==> src/trial_division_prime_test_core_macros.svh <==
// Assertion helpers used by the trial division core
`ifndef TRIAL_DIVISION_PRIME_TEST_CORE_MACROS_SVH
`define TRIAL_DIVISION_PRIME_TEST_CORE_MACROS_SVH

// Check a property on every rising clock edge outside reset
`define TDPT_ASSERT(lbl, prop, msg) \
  lbl: assert property (@(posedge clk_i) disable iff (!rst_ni) prop) else $error(msg);

// Check that a condition in one cycle implies another in the next cycle
`define TDPT_ASSERT_NEXT(lbl, ante, cons, msg) \
  lbl: assert property (@(posedge clk_i) disable iff (!rst_ni) (ante) |=> (cons)) \
    else $error(msg);

`endif

==> src/tdpt_pkg.sv <==
package tdpt_pkg;

  // Width of the number port
  localparam int unsigned NUMBER_W = 32;

  // Status of the serial remainder unit
  typedef struct packed {
    logic busy;  // remainder in progress
    logic done;  // remainder ready this cycle
    logic zero;  // remainder is zero, valid with done
  } rem_stat_t;

endpackage

==> src/trial_division_prime_test_core.sv <==
// Flow: ST_IDLE takes a word, then ST_SETUP rejects values of 1 or less and values with the
//   sign bit set; otherwise ST_TEST and ST_WAIT run the serial remainder for each divisor
//   tried, from 2 up to the first factor or up to floor(sqrt(number)), and ST_DONE follows.
// Input stalls while a word is under test: a new word is taken only once the last leaves ST_DONE.
// A finished result waits in the output register while the next word is accepted.
// Reset (rst_ni low, asynchronous) empties the core and the output register.
`include "trial_division_prime_test_core_macros.svh"

module trial_division_prime_test_core #(
  parameter int unsigned VALUE_BITS = 32
) (
  input  logic                          clk_i,
  input  logic                          rst_ni,
  input  logic                          in_valid_i,
  output logic                          in_stall_o,
  input  logic [tdpt_pkg::NUMBER_W-1:0] number_i,
  output logic                          out_valid_o,
  input  logic                          out_stall_i,
  output logic                          is_prime_o
);

  localparam int unsigned VB = VALUE_BITS;

  typedef enum logic [2:0] {
    ST_IDLE,
    ST_SETUP,
    ST_TEST,
    ST_WAIT,
    ST_DONE
  } state_e;

  state_e              state_q;
  logic [VB-1:0]       n_q;
  logic [VB-1:0]       d_q;
  logic [VB:0]         sq_q;
  logic                verdict_q;
  logic                out_valid_q;
  logic                is_prime_q;
  logic                sq_over;
  logic                start_rem;
  tdpt_pkg::rem_stat_t stat;

  // Stop once d * d passes n
  assign sq_over   = (sq_q > {1'b0, n_q});
  assign start_rem = (state_q == ST_TEST) && !sq_over;

  // Serial remainder n mod d
  tdpt_rem #(
    .W (VB)
  ) u_rem (
    .clk_i      (clk_i),
    .rst_ni     (rst_ni),
    .start_i    (start_rem),
    .dividend_i (n_q),
    .divisor_i  (d_q),
    .stat_o     (stat)
  );

  // Sequence the divisor search and hold the result word
  always_ff @(posedge clk_i or negedge rst_ni) begin
    if (!rst_ni) begin
      state_q     <= ST_IDLE;
      n_q         <= '0;
      d_q         <= '0;
      sq_q        <= '0;
      verdict_q   <= 1'b0;
      out_valid_q <= 1'b0;
      is_prime_q  <= 1'b0;
    end else begin
      // Drop the result word once taken, unless a new one replaces it
      if (out_valid_q && !out_stall_i && (state_q != ST_DONE)) begin
        out_valid_q <= 1'b0;
      end
      case (state_q)
        ST_IDLE: begin
          if (in_valid_i) begin
            n_q     <= number_i[VB-1:0];
            state_q <= ST_SETUP;
          end
        end
        ST_SETUP: begin
          d_q  <= VB'(2);
          sq_q <= (VB + 1)'(4);
          if (n_q[VB-1] || (n_q <= VB'(1))) begin
            verdict_q <= 1'b0;
            state_q   <= ST_DONE;
          end else begin
            state_q <= ST_TEST;
          end
        end
        ST_TEST: begin
          if (sq_over) begin
            verdict_q <= 1'b1;
            state_q   <= ST_DONE;
          end else begin
            state_q <= ST_WAIT;
          end
        end
        ST_WAIT: begin
          if (stat.done) begin
            if (stat.zero) begin
              verdict_q <= 1'b0;
              state_q   <= ST_DONE;
            end else begin
              // Advance to d + 1; (d + 1)^2 = d^2 + 2d + 1
              d_q     <= d_q + 1'b1;
              sq_q    <= sq_q + {d_q, 1'b1};
              state_q <= ST_TEST;
            end
          end
        end
        ST_DONE: begin
          if (!out_valid_q || !out_stall_i) begin
            out_valid_q <= 1'b1;
            is_prime_q  <= verdict_q;
            state_q     <= ST_IDLE;
          end
        end
        default: begin
          state_q <= ST_IDLE;
        end
      endcase
    end
  end

  assign in_stall_o  = (state_q != ST_IDLE);
  assign out_valid_o = out_valid_q;
  assign is_prime_o  = is_prime_q;

  `TDPT_ASSERT(a_done_in_wait, stat.done |-> (state_q == ST_WAIT), "remainder done outside wait")
  `TDPT_ASSERT(a_wait_has_rem, (state_q == ST_WAIT) |-> (stat.busy || stat.done), "idle rem unit")
  `TDPT_ASSERT(a_neg_not_prime, (state_q == ST_DONE && n_q[VB-1]) |-> !verdict_q, "negative prime")
  `TDPT_ASSERT(a_sq_above_d, (state_q == ST_TEST) |-> (sq_q > {1'b0, d_q}), "square below divisor")
  `TDPT_ASSERT_NEXT(a_done_pulse, stat.done, !stat.done, "remainder done held two cycles")

endmodule

==> src/tdpt_rem.sv <==
module tdpt_rem #(
  parameter int unsigned W = 32
) (
  input  logic                clk_i,
  input  logic                rst_ni,
  input  logic                start_i,
  input  logic [W-1:0]        dividend_i,
  input  logic [W-1:0]        divisor_i,
  output tdpt_pkg::rem_stat_t stat_o
);

  localparam int unsigned CW = $clog2(W + 1);

  logic          busy_q;
  logic          done_q;
  logic [CW-1:0] cnt_q;
  logic [W-1:0]  shift_q;
  logic [W:0]    rem_q;

  logic [W:0] trial;
  logic [W:0] diff;
  logic       fits;

  // Bring down the next dividend bit and try one subtract
  assign trial = {rem_q[W-1:0], shift_q[W-1]};
  assign fits  = (trial >= {1'b0, divisor_i});
  assign diff  = trial - {1'b0, divisor_i};

  // Track the run, one dividend bit per cycle
  always_ff @(posedge clk_i or negedge rst_ni) begin
    if (!rst_ni) begin
      busy_q <= 1'b0;
      done_q <= 1'b0;
      cnt_q  <= '0;
    end else if (start_i) begin
      busy_q <= 1'b1;
      done_q <= 1'b0;
      cnt_q  <= CW'(W);
    end else if (busy_q) begin
      cnt_q <= cnt_q - 1'b1;
      if (cnt_q == CW'(1)) begin
        busy_q <= 1'b0;
        done_q <= 1'b1;
      end
    end else begin
      done_q <= 1'b0;
    end
  end

  // Shift the dividend out and the partial remainder along
  always_ff @(posedge clk_i) begin
    if (start_i) begin
      shift_q <= dividend_i;
      rem_q   <= '0;
    end else if (busy_q) begin
      shift_q <= {shift_q[W-2:0], 1'b0};
      rem_q   <= fits ? diff : trial;
    end
  end

  assign stat_o.busy = busy_q;
  assign stat_o.done = done_q;
  assign stat_o.zero = (rem_q == '0);

endmodule

==> config.mk <==
export PLATFORM = sky130hd
export DESIGN_NAME = trial_division_prime_test_core
export DESIGN_NICKNAME = d
export VERILOG_FILES = /design/src/tdpt_pkg.sv /design/src/trial_division_prime_test_core.sv /design/src/tdpt_rem.sv
export VERILOG_INCLUDE_DIRS = /design/src /design/src/src
export SDC_FILE = /design/constraint.sdc
export NUM_CORES = 1
export LEC_CHECK = 0
export BUFFER_PORTS_ARGS = -buffer_cell sky130_fd_sc_hd__buf_2
export CAP_MARGIN = 40
export CORE_UTILIZATION = 57
export CTS_CLUSTER_DIAMETER = 40
export DETAILED_ROUTE_END_ITERATION = 8
export PLACE_DENSITY = 0.8
export SLEW_MARGIN = 10
export SYNTH_ARGS = -nofsm -noshare
export SYNTH_HDL_FRONTEND = slang
export SYNTH_HIERARCHICAL = 1
export SYNTH_SLANG_ARGS = --single-unit
==> constraint.sdc <==
create_clock -name clk_i -period 4.1 [get_ports clk_i]
set_clock_uncertainty 0.15 [all_clocks]
set_input_delay 0.41 -clock clk_i [delete_from_list [all_inputs] [get_ports clk_i]]
set_output_delay 0.41 -clock clk_i [all_outputs]
set_load 0.005 [all_outputs]
Word level (Yosys, flattened, before mapping)
Cells that the tools add are included.

Add/subtract/negate cells: 4. Reduce and logical (&&, ||, !) cells: 19. Equal/unequal tests: 14. $lt $le $gt $ge: 3. Muxes and demuxes: 32.

Operator list (number): 2-to-1 mux 32 bit (4); 2-to-1 mux 33 bit (3); case mux 33 bit (2 select lines) (1); case mux 32 bit (2 select lines) (1); adder 33 bit (1); >= comparator 33 x 32 -> 1 bit (1); greater-than comparator 33 x 32 -> 1 bit (1); zero test 33 bit (1); subtractor 33 x 32 -> 33 bit (1); adder 32 x 1 -> 32 bit, second input constant (1); <= comparator 32 x 1 -> 1 bit, second input constant (1); 2-to-1 mux 3 bit (6); case mux 3 bit (5 select lines) (1); 2-to-1 mux 1 bit (13); 2-to-1 mux 6 bit (2); inequality test 2 bit, second input constant (6); == test 3 x 2 -> 1 bit, second input constant (2); == test 6 x 1 -> 1 bit, second input constant (1); inequality test 3 bit, second input constant (2); AND reduction 3 bit (2); nonzero test 3 bit (2); subtractor 6 x 1 -> 6 bit, second input constant (1); AND reduction 5 bit (1); AND reduction 2 bit (2); 9 further kinds (15).

Logic and storage cells: 84. Output and inout bits: 3. Bits of input ports: 36. Bits in registers: 176.

Logic depth before layout (Yosys ltp)
Gate-level depths: netlist of the first run.

Word-level depth: 6. Mapped depth: 16. Gate-level depth less buffers: 15.

Hierarchy
Netlist of the first run, hierarchy kept.

By module, submodules not included: trial_division_prime_test_core (seq. area each 2577.5 µm², area an instance 6592.6 µm², instances 1, cells an instance 735); tdpt_rem (seq. area each 1821.7 µm², area an instance 5201.2 µm², instances 1, cells an instance 574).

Worst setup path after synthesis of the first run
Ideal clock, no wire load.

Path kind: register to register. Start: register n_q[6]. End: register u_rem.shift_q[0], enable pin. Required time: 3560 ps. Period minus slack after synthesis: 3699 ps. Arrival: 3159 ps. Buffers on the path: 1. Setup time: 390 ps. Path slack: 401 ps. Cell stages (with the launch flop): 14. Path through: dfrtp_1 -> inv_1 -> ha_1 -> a21o_1 -> a21o_1 -> a21oi_1 -> o21ai_0 -> a21o_1 -> a221o_1 -> o21ai_0 -> nor3b_1 -> clkbuf_1 -> inv_1 -> nand2_1.

Word-level cells in the longest chain between the ends: 4.

RTL lines: from (decl) (line trial_division_prime_test_core.sv:33) `logic [VB-1:0] n_q;`; from (signal assigned) (line trial_division_prime_test_core.sv:77) `n_q <= number_i[VB-1:0];`; greater-than comparator 33 x 32 -> 1 bit (line trial_division_prime_test_core.sv:44) `assign sq_over = (sq_q > {1'b0, n_q});`; zero test 1 bit (line trial_division_prime_test_core.sv:45) `assign start_rem = (state_q == ST_TEST) && !sq_over;`; logical AND 1 bit (line trial_division_prime_test_core.sv:45); net start_rem (line trial_division_prime_test_core.sv:40) `logic start_rem;`; nonzero test 2 bit (no source line); to (signal assigned) (line tdpt_rem.sv:53) `shift_q <= dividend_i;`; to (signal assigned) (line tdpt_rem.sv:56) `shift_q <= {shift_q[W-2:0], 1'b0};`; to (decl) (line tdpt_rem.sv:17) `logic [W-1:0] shift_q;`.

The timed path passes the listed nets, and every way through them passes these cells. A chain may end at the register's enable or synchronous reset.

Final worst setup path of the first run
Start: register n_q[14]. End: register u_rem.shift_q[23], data pin.

Word-level cells in the longest chain between the ends: 4.

RTL lines: greater-than comparator 33 x 32 -> 1 bit (line trial_division_prime_test_core.sv:44); zero test 1 bit (line trial_division_prime_test_core.sv:45); logical AND 1 bit (line trial_division_prime_test_core.sv:45); net start_rem (line trial_division_prime_test_core.sv:40); 2-to-1 mux 32 bit (line tdpt_rem.sv:52) `if (start_i) begin`.

The timed path passes the listed nets, and every way through them passes these cells.

==> results of run 1 <==
==> layout by cell type (no fill, tap or decap), types with 5 or more instances in the layout <==
master     count
dfxtp_1       33
mux2i_1       25
clkbuf_16     17
buf_2         37
a21oi_1       81
nor2_1       107
a31oi_1       12
inv_8          6
o21bai_1      11
ha_1          98
and3_1        10
nand3_1       24
xnor2_1       40
a22o_1         6
o31ai_1        8
nand2b_1      11
nor3_1        18
o21a_1         8
o211ai_1      11
nand2_1      127
o21ai_0      106
nand4_1       27
edfxtp_1      32
inv_1         91
nor2b_1        6
nor4_1        19
or3_1          9
dfrtp_1      110
buf_4         13
a21o_1        38
mux2_2        34
a211oi_1      35
xor2_1        40
and2_1         5
==> per-layer routing <==
layer | part of all wire, % | up-vias
li1 | - | 4752
met1 | 46 | 4717
met3 | 5.0 | 46
met2 | 47 | 293
met5 | 0 | -
met4 | 1.9 | 0
==> what timing repair did <==
action,4_1_cts,5_1_grt
hold buffers,1,0
resized for setup,0,0
endpoints found under the hold margin,54,0
==> sequential cells by signal, indices dropped and copies added, names as in the netlist <==
| signal | cells |
|---|---|
| d_q | 32 |
| is_prime_o | 1 |
| n_q | 32 |
| out_valid_o | 1 |
| sq_q | 33 |
| state_q | 3 |
| u_rem/busy_q | 1 |
| u_rem/cnt_q | 6 |
| u_rem/done_q | 1 |
| u_rem/rem_q | 33 |
| u_rem/shift_q | 32 |
| verdict_q | 1 |
==> critical path, delay by kind of cell (launching register included) <==
kind,cells,cell delay (ns)
AO/OA/AOI/OAI,7,1.50
AND/OR/NAND/NOR,1,0.37
buffers and inverters,2,0.43
adder cells (fa/ha/maj),1,0.30
multiplexers,1,0.40
flip-flops,1,0.37
==> worst paths after layout <==
kind | from | to | slack [ns] | depth (start not counted)
setup / recovery | n_q[14]$_DFFE_PN0P_ | u_rem/shift_q[23]$_DFFE_PP_ | 0.29 | 12
hold / removal | number_i[14] | n_q[14]$_DFFE_PN0P_ | 0.02 | 3
setup reg to reg | n_q[14]$_DFFE_PN0P_ | u_rem/shift_q[23]$_DFFE_PP_ | 0.29 | 12
hold reg to reg | is_prime_o$_DFFE_PN0P_ | is_prime_o$_DFFE_PN0P_ | 0.35 | 1
max in group asynchronous | rst_ni | d_q[9]$_DFFE_PN0P_ | 2.48 | 3
min in group asynchronous | rst_ni | n_q[29]$_DFFE_PN0P_ | 0.42 | 2
==> power groups by stage <==
stage	registers, mW	clock network (mW)	logic (mW)
2_1_floorplan	2.81	0	3.68
3_3_place_gp	2.98	0	4.38
3_5_place_dp	3.00	0	4.54
4_1_cts	2.97	1.65	4.59
5_1_grt	3.05	1.72	5.16
6_report	2.99	1.63	4.64
==> cell type report <==
cell class / instances / share of cell area (%)
Sequential cell: 176 / 34.2
Multi-Input combinational cell: 990 / 53.0
Inverter: 91 / 2.66
Clock inverter: 15 / 1.28
Timing Repair Buffer: 55 / 2.92
Tap cell: 270 / 2.63
Clock buffer: 17 / 3.31
==> per-stage QoR <==
stage	util, %	std cells	area, µm²	worst slack, ns	hold WS [ns]
finish	63.5	1614	12900	0.290	0.0187
global route	63.5	1614	12900	0.0939	0.0204
CTS	63.5	1614	12900	0.324	0.00926
detailed placement	60.6	1581	12300	0.368	0.340
global placement	60.4	1579	12200	0.458	0.338
floorplan	-	1308	11800	0.401	-0.0356
==> summary.md, run 1 <==
| Metric | Value |
|---|---|
| Initial Util | `58.2%` |
| Leakage power total | `5.83 nW` |
| Total core area | `~20000 µm²` |
| Worst-path cell chain | `inv_1 -> ha_1 -> a21o_1 -> a21o_1 -> a21oi_1 -> o21ai_0 -> a21o_1 -> a221o_1 -> o21ai_0 -> nor3b_2 -> buf_12 -> mux2_2` |
| Status | `finished clean` |
| Post-DP HPWL | `20.8 mm` |
| Worst-path fanout max | `71` |
| Area occupied by multi-input gates | `6810 µm²` |
| Switching part of the total | `42.7%` |
| Post-Syn Nets | `1444` |
| Slowest Stage Delay on Critical Path | `0.40 ns` |
| Routability cong. | `0.922` |
| Total GRT Usage | `~28%` |
| Crit end category | `register` |
| GRT Max-Usage Layer | `met2` |
| First-pass GRT wire length | `48.5 mm` |
| Starting DRC count in detailed routing | `about 700` |
| Largest net degree at the start of global routing | `72` |
| Total CTS buffers | `17` |
| GR Util met2 | `roughly 46%` |
| Die width | `146 µm` |
| Overflow after GRT | `0` |
| Slew @ Worst Pin | `0.802 ns` |
| CTS HTree Levels | `4` |
| Vias per cell | `6.08` |
| Yosys warns | `6` |
| Kind of critical path | `reg2reg` |
| Die ar. | `around 21000 µm²` |
| Hold Crit Class | `in2reg` |
| Period utilisation layout | `slightly above 90%` |
| ANT cells | `0` |
| Startpoint Class | `register` |
| Clock network power share | `about 18%` |
| Die H | `~150 µm` |
| Internal power | `between 5 and 6 mW` |
| Relative slew slack | `46.4%` |
| Tmin final | `around 3.8 ns` |
| Port Buf Inserts | `38` |
| Worst vdd ir | `about 0.31 mV` |
| DRT antenna net count | `0` |
| Drc violations | `0` |
| Switching power total | `approximately 3.9 mW` |
| Synth Instances | `1308` |
| Synthesized area per cell | `9.01 µm²` |
| # IOs | `39` |
| Vias | `between 9000 and 10000` |
| Setup TNS | `0 ns` |
| CTS tree | `yes` |
| CP dominant cell by count | `a21o_1` |
| Maximum clock frequency | `0.262 GHz` |
| Worst skew pair latency | `0.44 ns` |
| Clock sink total | `approximately 180` |
| Clock buffer depth | `2` |
| Clock transition at path regs | `0.08 ns` |
| Final setup viols | `0` |
| Filler instances | `1607` |
| Area delta synth->final | `9.08%` |
| Share of cells above drive strength 1 | `11.3%` |
| RSZ-0062 raised after global routing | `no` |
| Hold Vio Cnt, Final | `0` |
| P per Cell Area | `720 nW/µm²` |
| Vias in the first global route | `roughly 9700` |
| Met3 usage | `around 4.6%` |
| Post-CTS setup buffers | `0` |
| Final Max Slew Viols | `0` |
| Placement row count | `52` |
| Sequential standard cell area | `around 4400 µm²` |
| Critical Path RT | `4.14 ns` |
| Arrival time worst endpoint | `3.85 ns` |
| Combinational Power Share | `50.1%` |
| Total power | `9.26 mW` |
| CTS root buf | `clkbuf_16` |
| NumNets Final | `1467` |
| Drt wl/cell | `about 18 µm` |
| Initial antenna violation count | `0` |
| Global routing usage on met1 | `about two fifths` |
| Sequential power share | `32.3%` |
| Critical path's slowest cell | `mux2_2` |
| Max_cap viols | `0` |
| Mapped Area | `11800 µm²` |
| Drt pass-1 iters | `5` |
| WL final | `between 20 and 30 mm` |
No activity file was read; power rests on OpenSTA's default activity.
==> run 2, diff against run 1 <==
Settings changed: CORE_MARGIN set to 5, CTS_BUF_LIST set to sky130_fd_sc_hd__clkbuf_2 sky130_fd_sc_hd__clkbuf_4 sky130_fd_sc_hd__clkbuf_8.
==> run 2 against run 1 <==
Compared with the run above:
- sequential power about the same
- maximum frequency down 2.7%
- cell count increased by 1.5%
- cell area grew 0.50%
- critical path depth did not move
- highest routed layer is now met5
- register-to-register slack worse by 0.11 ns
==> summary.md, run 2 (same netlist as run 1, synthesis figures left out) <==
| Metric | Value |
|---|---|
| Status | `finished clean (unchanged)` |
| ANT cells | `0 (unchanged)` |
| NumNets Final | `1492 (was 1467)` |
| Total CTS buffers | `17 (unchanged)` |
| Largest net degree at the start of global routing | `68 (was 72)` |
| Post-CTS setup buffers | `0 (unchanged)` |
| Total GRT Usage | `24.6% (was 28.2%)` |
| Sequential standard cell area | `4400 µm² (unchanged)` |
| Path depth of the worst reg2reg path | `12 (unchanged)` |
| Placement row count | `52 (unchanged)` |
| WL final | `28.9 mm (was 28.4 mm)` |
| Slew @ Worst Pin | `0.914 ns (was 0.802 ns)` |
| Arrival time worst endpoint | `4.14 ns (was 3.85 ns)` |
| Setup TNS | `0 ns (unchanged)` |
| Max_cap viols | `0 (unchanged)` |
| CTS root buf | `clkbuf_8 (was clkbuf_16)` |
| Largest regs | `sq_q (33), u_rem/rem_q (33) (unchanged)` |
| Initial Util | `58.1% (was 58.2%)` |
| P per Cell Area | `687 nW/µm² (was 720 nW/µm²)` |
| First-pass GRT wire length | `48.2 mm (was 48.5 mm)` |
| DP Worst Slack | `0.248 ns (was 0.368 ns)` |
| Total core area | `20300 µm² (was 20200 µm²)` |
| Period utilisation layout | `95.6% (was 92.9%)` |
| Worst R2R End | `u_rem/rem_q[8]$_SDFFE_PP0P_ (was u_rem/shift_q[23]$_DFFE_PP_)` |
| Reg2reg setup slack | `0.18 ns (was 0.29 ns)` |
| RSZ-0062 raised after global routing | `no (unchanged)` |
| FF-to-FF Start | `d_q[18]$_DFFE_PN0P_ (was n_q[14]$_DFFE_PN0P_)` |
| Resized Gates After CTS | `0 (unchanged)` |
| Drt wl/cell | `17.6 µm (about the same)` |
| Placed Instances | `1580 (was 1581)` |
| Clock buffer depth | `2 (unchanged)` |
| Leakage power total | `5.84 nW (was 5.83 nW)` |
| Filler instances | `1665 (was 1607)` |
| Vias in the first global route | `9627 (was 9691)` |
| Worst vdd ir | `0.325 mV (was 0.313 mV)` |
| # IOs | `39 (unchanged)` |
| Post-DP HPWL | `21.2 mm (was 20.8 mm)` |
| Worst skew pair latency | `0.48 ns (was 0.44 ns)` |
| Final Max Slew Viols | `0 (unchanged)` |
| Hold path depth | `3 (unchanged)` |
| Startpoint Class | `register (unchanged)` |
| Tmin final | `3.92 ns (was 3.81 ns)` |
| Hold Crit Class | `in2reg (unchanged)` |
| Overflow after GRT | `0 (unchanged)` |
| Share of cells above drive strength 1 | `10.9% (was 11.3%)` |
| Final setup viols | `0 (unchanged)` |
| Most frequent cells in the layout | `nand2_1 (127), dfrtp_1 (110), nor2_1 (107) (unchanged)` |
| Worst-path fanout max | `20 (was 71)` |
| DRT antenna net count | `0 (unchanged)` |
| Crit end category | `register (unchanged)` |
| CP startpoint | `d_q[18]$_DFFE_PN0P_ (was n_q[14]$_DFFE_PN0P_)` |
| CTS HTree Levels | `4 (unchanged)` |
| Drc violations | `0 (unchanged)` |
| Kind of critical path | `reg2reg (unchanged)` |
| Clock transition at path regs | `0.10 ns (was 0.08 ns)` |
| Die H | `154 µm (was 146 µm)` |
| CTS Hold Bufs | `26 (was 1)` |
| Worst setup slack after layout | `0.182 ns (was 0.290 ns)` |
| Initial antenna violation count | `1 (was 0)` |
| CTS tree | `yes (unchanged)` |
| Vias | `9933 (was 9808)` |
| Vias per cell | `6.06 (was 6.08)` |
| Non-Filler Instances | `1639 (was 1614)` |
| Area delta synth->final | `9.62% (was 9.08%)` |
| Starting DRC count in detailed routing | `952 (was 710)` |
| Die ar. | `23700 µm² (was 21300 µm²)` |
| Port Buf Inserts | `38 (unchanged)` |
| Maximum clock frequency | `0.255 GHz (was 0.262 GHz)` |
| Critical Path RT | `4.33 ns (was 4.14 ns)` |
| Worst hold start | `number_i[6] (was number_i[14])` |
| Relative slew slack | `37.5% (was 46.4%)` |
| Commonest non-fill, non-tap cell in the layout | `nand2_1 (unchanged)` |
| Hold Vio Cnt, Final | `0 (unchanged)` |
| Area occupied by multi-input gates | `6810 µm² (unchanged)` |
| Hold EP | `n_q[6]$_DFFE_PN0P_ (was n_q[14]$_DFFE_PN0P_)` |
| Die width | `154 µm (was 146 µm)` |
| Drt pass-1 iters | `6 (was 5)` |
| Clock sink total | `176 (unchanged)` |
| Routability cong. | `0.920 (was 0.922)` |
-- run 2: changes by cell type in the layout (fill, tap and decap cells not counted), moves of 3 or more --
cell,delta
dlygate4sd3_1,+26
clkinv_8,-3
clkbuf_8,+17
inv_8,-5
clkbuf_16,-17
-- run 2: through the flow --
step / util (%) / power, mW / hold slack, ns / area [µm²]
floorplan: - / 6.49 / -0.0356 / 11800
global placement: 60.1 / 7.34 / 0.336 / 12200
detailed placement: 60.4 / 7.53 / 0.231 / 12300
CTS: 63.6 / 8.82 / 0.000269 / 12900
global route: 63.6 / 9.53 / 0.000513 / 12900
finish: 63.6 / 8.88 / 0.0163 / 12900
-- run 2: where the power goes --
group	internal (mW)	switching, mW	leakage (nW)
registers	2.47	0.526	2.09
logic	2.01	2.63	3.55
clock network	0.550	0.698	0.194
-- run 2: worst max-delay path by stage --
stage,to,cells past startpoint
global placement,u_rem/rem_q[27]$_SDFFE_PP0P_,13
finish,u_rem/rem_q[8]$_SDFFE_PP0P_,12
floorplan,u_rem/shift_q[0]$_SDFFCE_PN0P_,13
CTS,u_rem/rem_q[8]$_SDFFE_PP0P_,12
global route,u_rem/rem_q[17]$_SDFFE_PP0P_,12
detailed placement,u_rem/rem_q[8]$_SDFFE_PP0P_,12
-- run 2: area by class of cell --
cell class              count  area share [%]
clock buffers              17            1.81
clock inverters            15            1.24
inverters                  91            2.64
repair buffers             80            4.92
multi-input cells         990            52.7
well taps                 270            2.61
flip-flops and latches    176            34.1
-- run 2: per-layer routing --
layer	GRT usage (%)	vias to the layer above	share of wire [%]
li1	-	4793	-
met1	34.1	4753	45
met2	39.5	334	47
met3	4.27	51	6.2
met4	7.70	2	2.2
met5	0	-	0.042
-- run 2: worst max-delay path, cell delays in order (launching register included) --
cell and delay [ns]:
dfrtp_1 0.45, inv_1 0.09, ha_1 0.41, a21oi_1 0.24
o21a_1 0.18, nor3_1 0.06, a41oi_1 0.18, a21oi_1 0.09
a2111oi_0 0.81, o21ai_4 0.43, buf_4 0.34, mux2i_1 0.14
a211oi_1 0.25
==> run 3, diff against run 2 <==
Settings changed: RECOVER_POWER set to 25, SETUP_SLACK_MARGIN set to 0.1.
==> run 3 against run 2 <==
Compared with the run above:
- the run now ends with max-capacitance violations, max-slew violations left
- cell count unchanged
- setup slack improved by 0.12 ns
- first-iteration DRC count decreased by 5.4%
- cell area down 0.22%
- non-clock buffer count unchanged
- sequential share of layout area rose by 0.076 points
- power about the same
- via count increased by 0.21%
- critical path depth stayed put
- largest cell class unchanged
- clock-buffer cell count did not move
- register-to-register slack better by 0.12 ns
==> summary.md, run 3 (same netlist as run 1, synthesis figures left out) <==
| Metric | Value |
|---|---|
| Status | `complete, but fails checks (was finished clean)` |
| Failing checks | `max-capacitance violations, max-slew violations` |
| Drc violations | `0 (unchanged)` |
| CP dominant cell by count | `a21o_1 (was a21oi_1)` |
| Vias | `9954 (was 9933)` |
| Reg2reg setup slack | `0.30 ns (was 0.18 ns)` |
| Hold Crit Class | `in2reg (unchanged)` |
| Path depth of the worst reg2reg path | `12 (unchanged)` |
| Starting DRC count in detailed routing | `901 (was 952)` |
| CTS HTree Levels | `4 (unchanged)` |
| Post-CTS setup buffers | `0 (unchanged)` |
| Sequential power share | `33.8% (was 33.7%)` |
| Initial Util | `58.1% (unchanged)` |
| Placement row count | `52 (unchanged)` |
| Share of cells above drive strength 1 | `10.7% (was 10.9%)` |
| Leakage power total | `5.82 nW (was 5.84 nW)` |
| Routability cong. | `0.920 (unchanged)` |
| First-pass GRT wire length | `48.2 mm (unchanged)` |
| Crit end category | `register (unchanged)` |
| Clock transition at path regs | `0.11 ns (was 0.10 ns)` |
| Period utilisation layout | `92.7% (was 95.6%)` |
| Die width | `154 µm (unchanged)` |
| GR Util met2 | `39.5% (unchanged)` |
| Worst R2R End | `u_rem/shift_q[5]$_DFFE_PP_ (was u_rem/rem_q[8]$_SDFFE_PP0P_)` |
| Switching power total | `3.86 mW (was 3.85 mW)` |
| Drt pass-1 iters | `7 (was 6)` |
| Total CTS buffers | `17 (unchanged)` |
| Relative slew slack | `-8.47% (was 37.5%)` |
| Slew @ Worst Pin | `1.63 ns (was 0.914 ns)` |
| Overflow after GRT | `0 (unchanged)` |
| Most frequent cells in the layout | `nand2_1 (127), dfrtp_1 (110), nor2_1 (107) (unchanged)` |
| Critical Path RT | `4.19 ns (was 4.33 ns)` |
| Crit path depth | `12 (unchanged)` |
| # IOs | `39 (unchanged)` |
| Combinational Power Share | `52.1% (was 52.2%)` |
| Switching part of the total | `43.4% (about the same)` |
| WL final | `28.8 mm (was 28.9 mm)` |
| Worst vdd ir | `0.325 mV (about the same)` |
| Vias in the first global route | `9627 (unchanged)` |
| Clock sink total | `176 (unchanged)` |
| CTS root buf | `clkbuf_8 (unchanged)` |
| Startpoint Class | `register (unchanged)` |
| Final Max Slew Viols | `30 (was 0)` |
| Post-DP HPWL | `21.2 mm (unchanged)` |
| Worst-path cell chain | `inv_1 -> ha_1 -> a21o_1 -> a21o_1 -> a21oi_1 -> o21ai_0 -> a21o_1 -> a221o_1 -> o21ai_0 -> nor3b_2 -> buf_12 -> mux2_2 (was inv_1 -> ha_1 -> a21oi_1 -> o21a_1 -> nor3_1 -> a41oi_1 -> a21oi_1 -> a2111oi_0 -> o21ai_4 -> buf_4 -> mux2i_1 -> a211oi_1)` |
| Hold path depth | `3 (unchanged)` |
| GRT Max-Usage Layer | `met2 (unchanged)` |
| Global routing usage on met1 | `34.1% (unchanged)` |
| Vias per cell | `6.07 (was 6.06)` |
| Maximum clock frequency | `0.263 GHz (was 0.255 GHz)` |
| Die H | `154 µm (unchanged)` |
| Initial antenna violation count | `1 (unchanged)` |
| DRT antenna net count | `0 (unchanged)` |
| Hold Vio Cnt, Final | `0 (unchanged)` |
| Total core area | `20300 µm² (unchanged)` |
| Tmin final | `3.80 ns (was 3.92 ns)` |
| Worst hold start | `number_i[6] (unchanged)` |
| Commonest non-fill, non-tap cell in the layout | `nand2_1 (unchanged)` |
| Internal power | `5.03 mW (about the same)` |
| Hold EP | `n_q[6]$_DFFE_PN0P_ (unchanged)` |
| Final setup viols | `0 (unchanged)` |
| RSZ-0062 raised after global routing | `no (unchanged)` |
| Total GRT Usage | `24.6% (unchanged)` |
| ANT cells | `0 (unchanged)` |
| Max_cap viols | `1 (was 0)` |
| WHS | `0.0125 ns (was 0.0163 ns)` |
| Worst skew pair latency | `0.48 ns (about the same)` |
| CTS tree | `yes (unchanged)` |
| Filler instances | `1668 (was 1665)` |
| Die ar. | `23700 µm² (unchanged)` |
| Largest regs | `sq_q (33), u_rem/rem_q (33) (unchanged)` |
| Setup TNS | `0 ns (unchanged)` |
| Area delta synth->final | `9.37% (was 9.62%)` |
| Crit path max-delay family | `compound AO/OA/AOI/OAI gates (unchanged)` |
| Met3 usage | `4.27% (unchanged)` |
| NumNets Final | `1492 (unchanged)` |
| Arrival time worst endpoint | `3.88 ns (was 4.14 ns)` |
| Slowest Stage Delay on Critical Path | `0.52 ns (was 0.81 ns)` |
| FF-to-FF Start | `n_q[14]$_DFFE_PN0P_ (was d_q[18]$_DFFE_PN0P_)` |
| Clock network power share | `14.1% (about the same)` |
| P per Cell Area | `689 nW/µm² (was 687 nW/µm²)` |
| Port Buf Inserts | `38 (unchanged)` |
| Largest net degree at the start of global routing | `68 (unchanged)` |
| Drt wl/cell | `17.6 µm (about the same)` |
| Worst-path fanout max | `32 (was 20)` |
| Kind of critical path | `reg2reg (unchanged)` |
| Critical path's slowest cell | `nor3b_2 (was a2111oi_0)` |
| Clock buffer depth | `2 (unchanged)` |
| Worst path bufs/invs | `2 (unchanged)` |
==> run 3: cell count changes in the layout (fill, tap and decap cells not counted) <==
cell and delta:
buf_6 +1, a2111oi_1 +1, buf_4 -4, buf_16 -1
clkbuf_2 +1, a2111oi_0 -1, clkbuf_1 +3
==> run 3: layout make-up <==
type                            count  area, µm²  area share (%)
Tap cell                          270        338            2.62
Sequential cell                   176       4400            34.1
Timing Repair Buffer               80        606            4.70
Clock inverter                     15        160            1.24
Inverter                           91        342            2.65
Clock buffer                       17        234            1.82
Multi-Input combinational cell    990       6810            52.8
==> run 3: timing repair <==
item                                    CTS  global route
hold buffers                             26             1
endpoints found under the setup margin    0            14
gates resized for setup                   0             2
endpoints found under the hold margin    52             1
==> run 3: worst register-to-register path: stages (launching register included) <==
cell and delay, ns:
dfrtp_1 0.38, inv_1 0.07, ha_1 0.32, a21o_1 0.17
a21o_1 0.17, a21oi_1 0.14, o21ai_0 0.15, a21o_1 0.21
a221o_1 0.34, o21ai_0 0.24, nor3b_2 0.52, buf_12 0.27
mux2_2 0.42
==> run 3: worst max-delay path by stage <==
stage | start | endpoint | slack (ns)
global placement | n_q[14]$_DFFE_PN0P_ | u_rem/rem_q[27]$_SDFFE_PP0P_ | 0.46
detailed placement | d_q[18]$_DFFE_PN0P_ | u_rem/rem_q[8]$_SDFFE_PP0P_ | 0.25
global route | n_q[14]$_DFFE_PN0P_ | u_rem/rem_q[27]$_SDFFE_PP0P_ | 0.12
CTS | d_q[18]$_DFFE_PN0P_ | u_rem/rem_q[8]$_SDFFE_PP0P_ | 0.22
floorplan | n_q[6]$_DFFE_PN0P_ | u_rem/shift_q[0]$_SDFFCE_PN0P_ | 0.40
finish | n_q[14]$_DFFE_PN0P_ | u_rem/shift_q[5]$_DFFE_PP_ | 0.30
==> run 3: power by group through the flow <==
stage,logic (mW),registers [mW],clock network [mW]
after floorplan,3.68,2.81,0
after global placement,4.35,2.99,0
after detailed placement,4.52,3.01,0
after CTS,4.57,2.98,1.27
after global routing,5.12,3.07,1.35
final,4.63,3.00,1.25
==> run 3: metrics by stage <==
| step | cells | setup slack (ns) | utilization (%) | total power [mW] | instance area, µm² |
|---|---|---|---|---|---|
| final | 1639 | 0.301 | 63.5 | 8.88 | 12900 |
| after global placement | 1577 | 0.457 | 60.1 | 7.34 | 12200 |
| after floorplan | 1308 | 0.401 | - | 6.49 | 11800 |
| after CTS | 1638 | 0.219 | 63.6 | 8.82 | 12900 |
| after detailed placement | 1580 | 0.248 | 60.4 | 7.53 | 12300 |
| after global routing | 1639 | 0.124 | 63.5 | 9.53 | 12900 |
==> run 3: metal layers <==
metal / routed length, µm / up-vias / share of wire, %
li1: - / 4793 / -
met3: 1680 / 52 / 5.8
met1: 12900 / 4793 / 45
met2: 13500 / 314 / 47
met5: 19 / - / 0.066
met4: 648 / 2 / 2.2
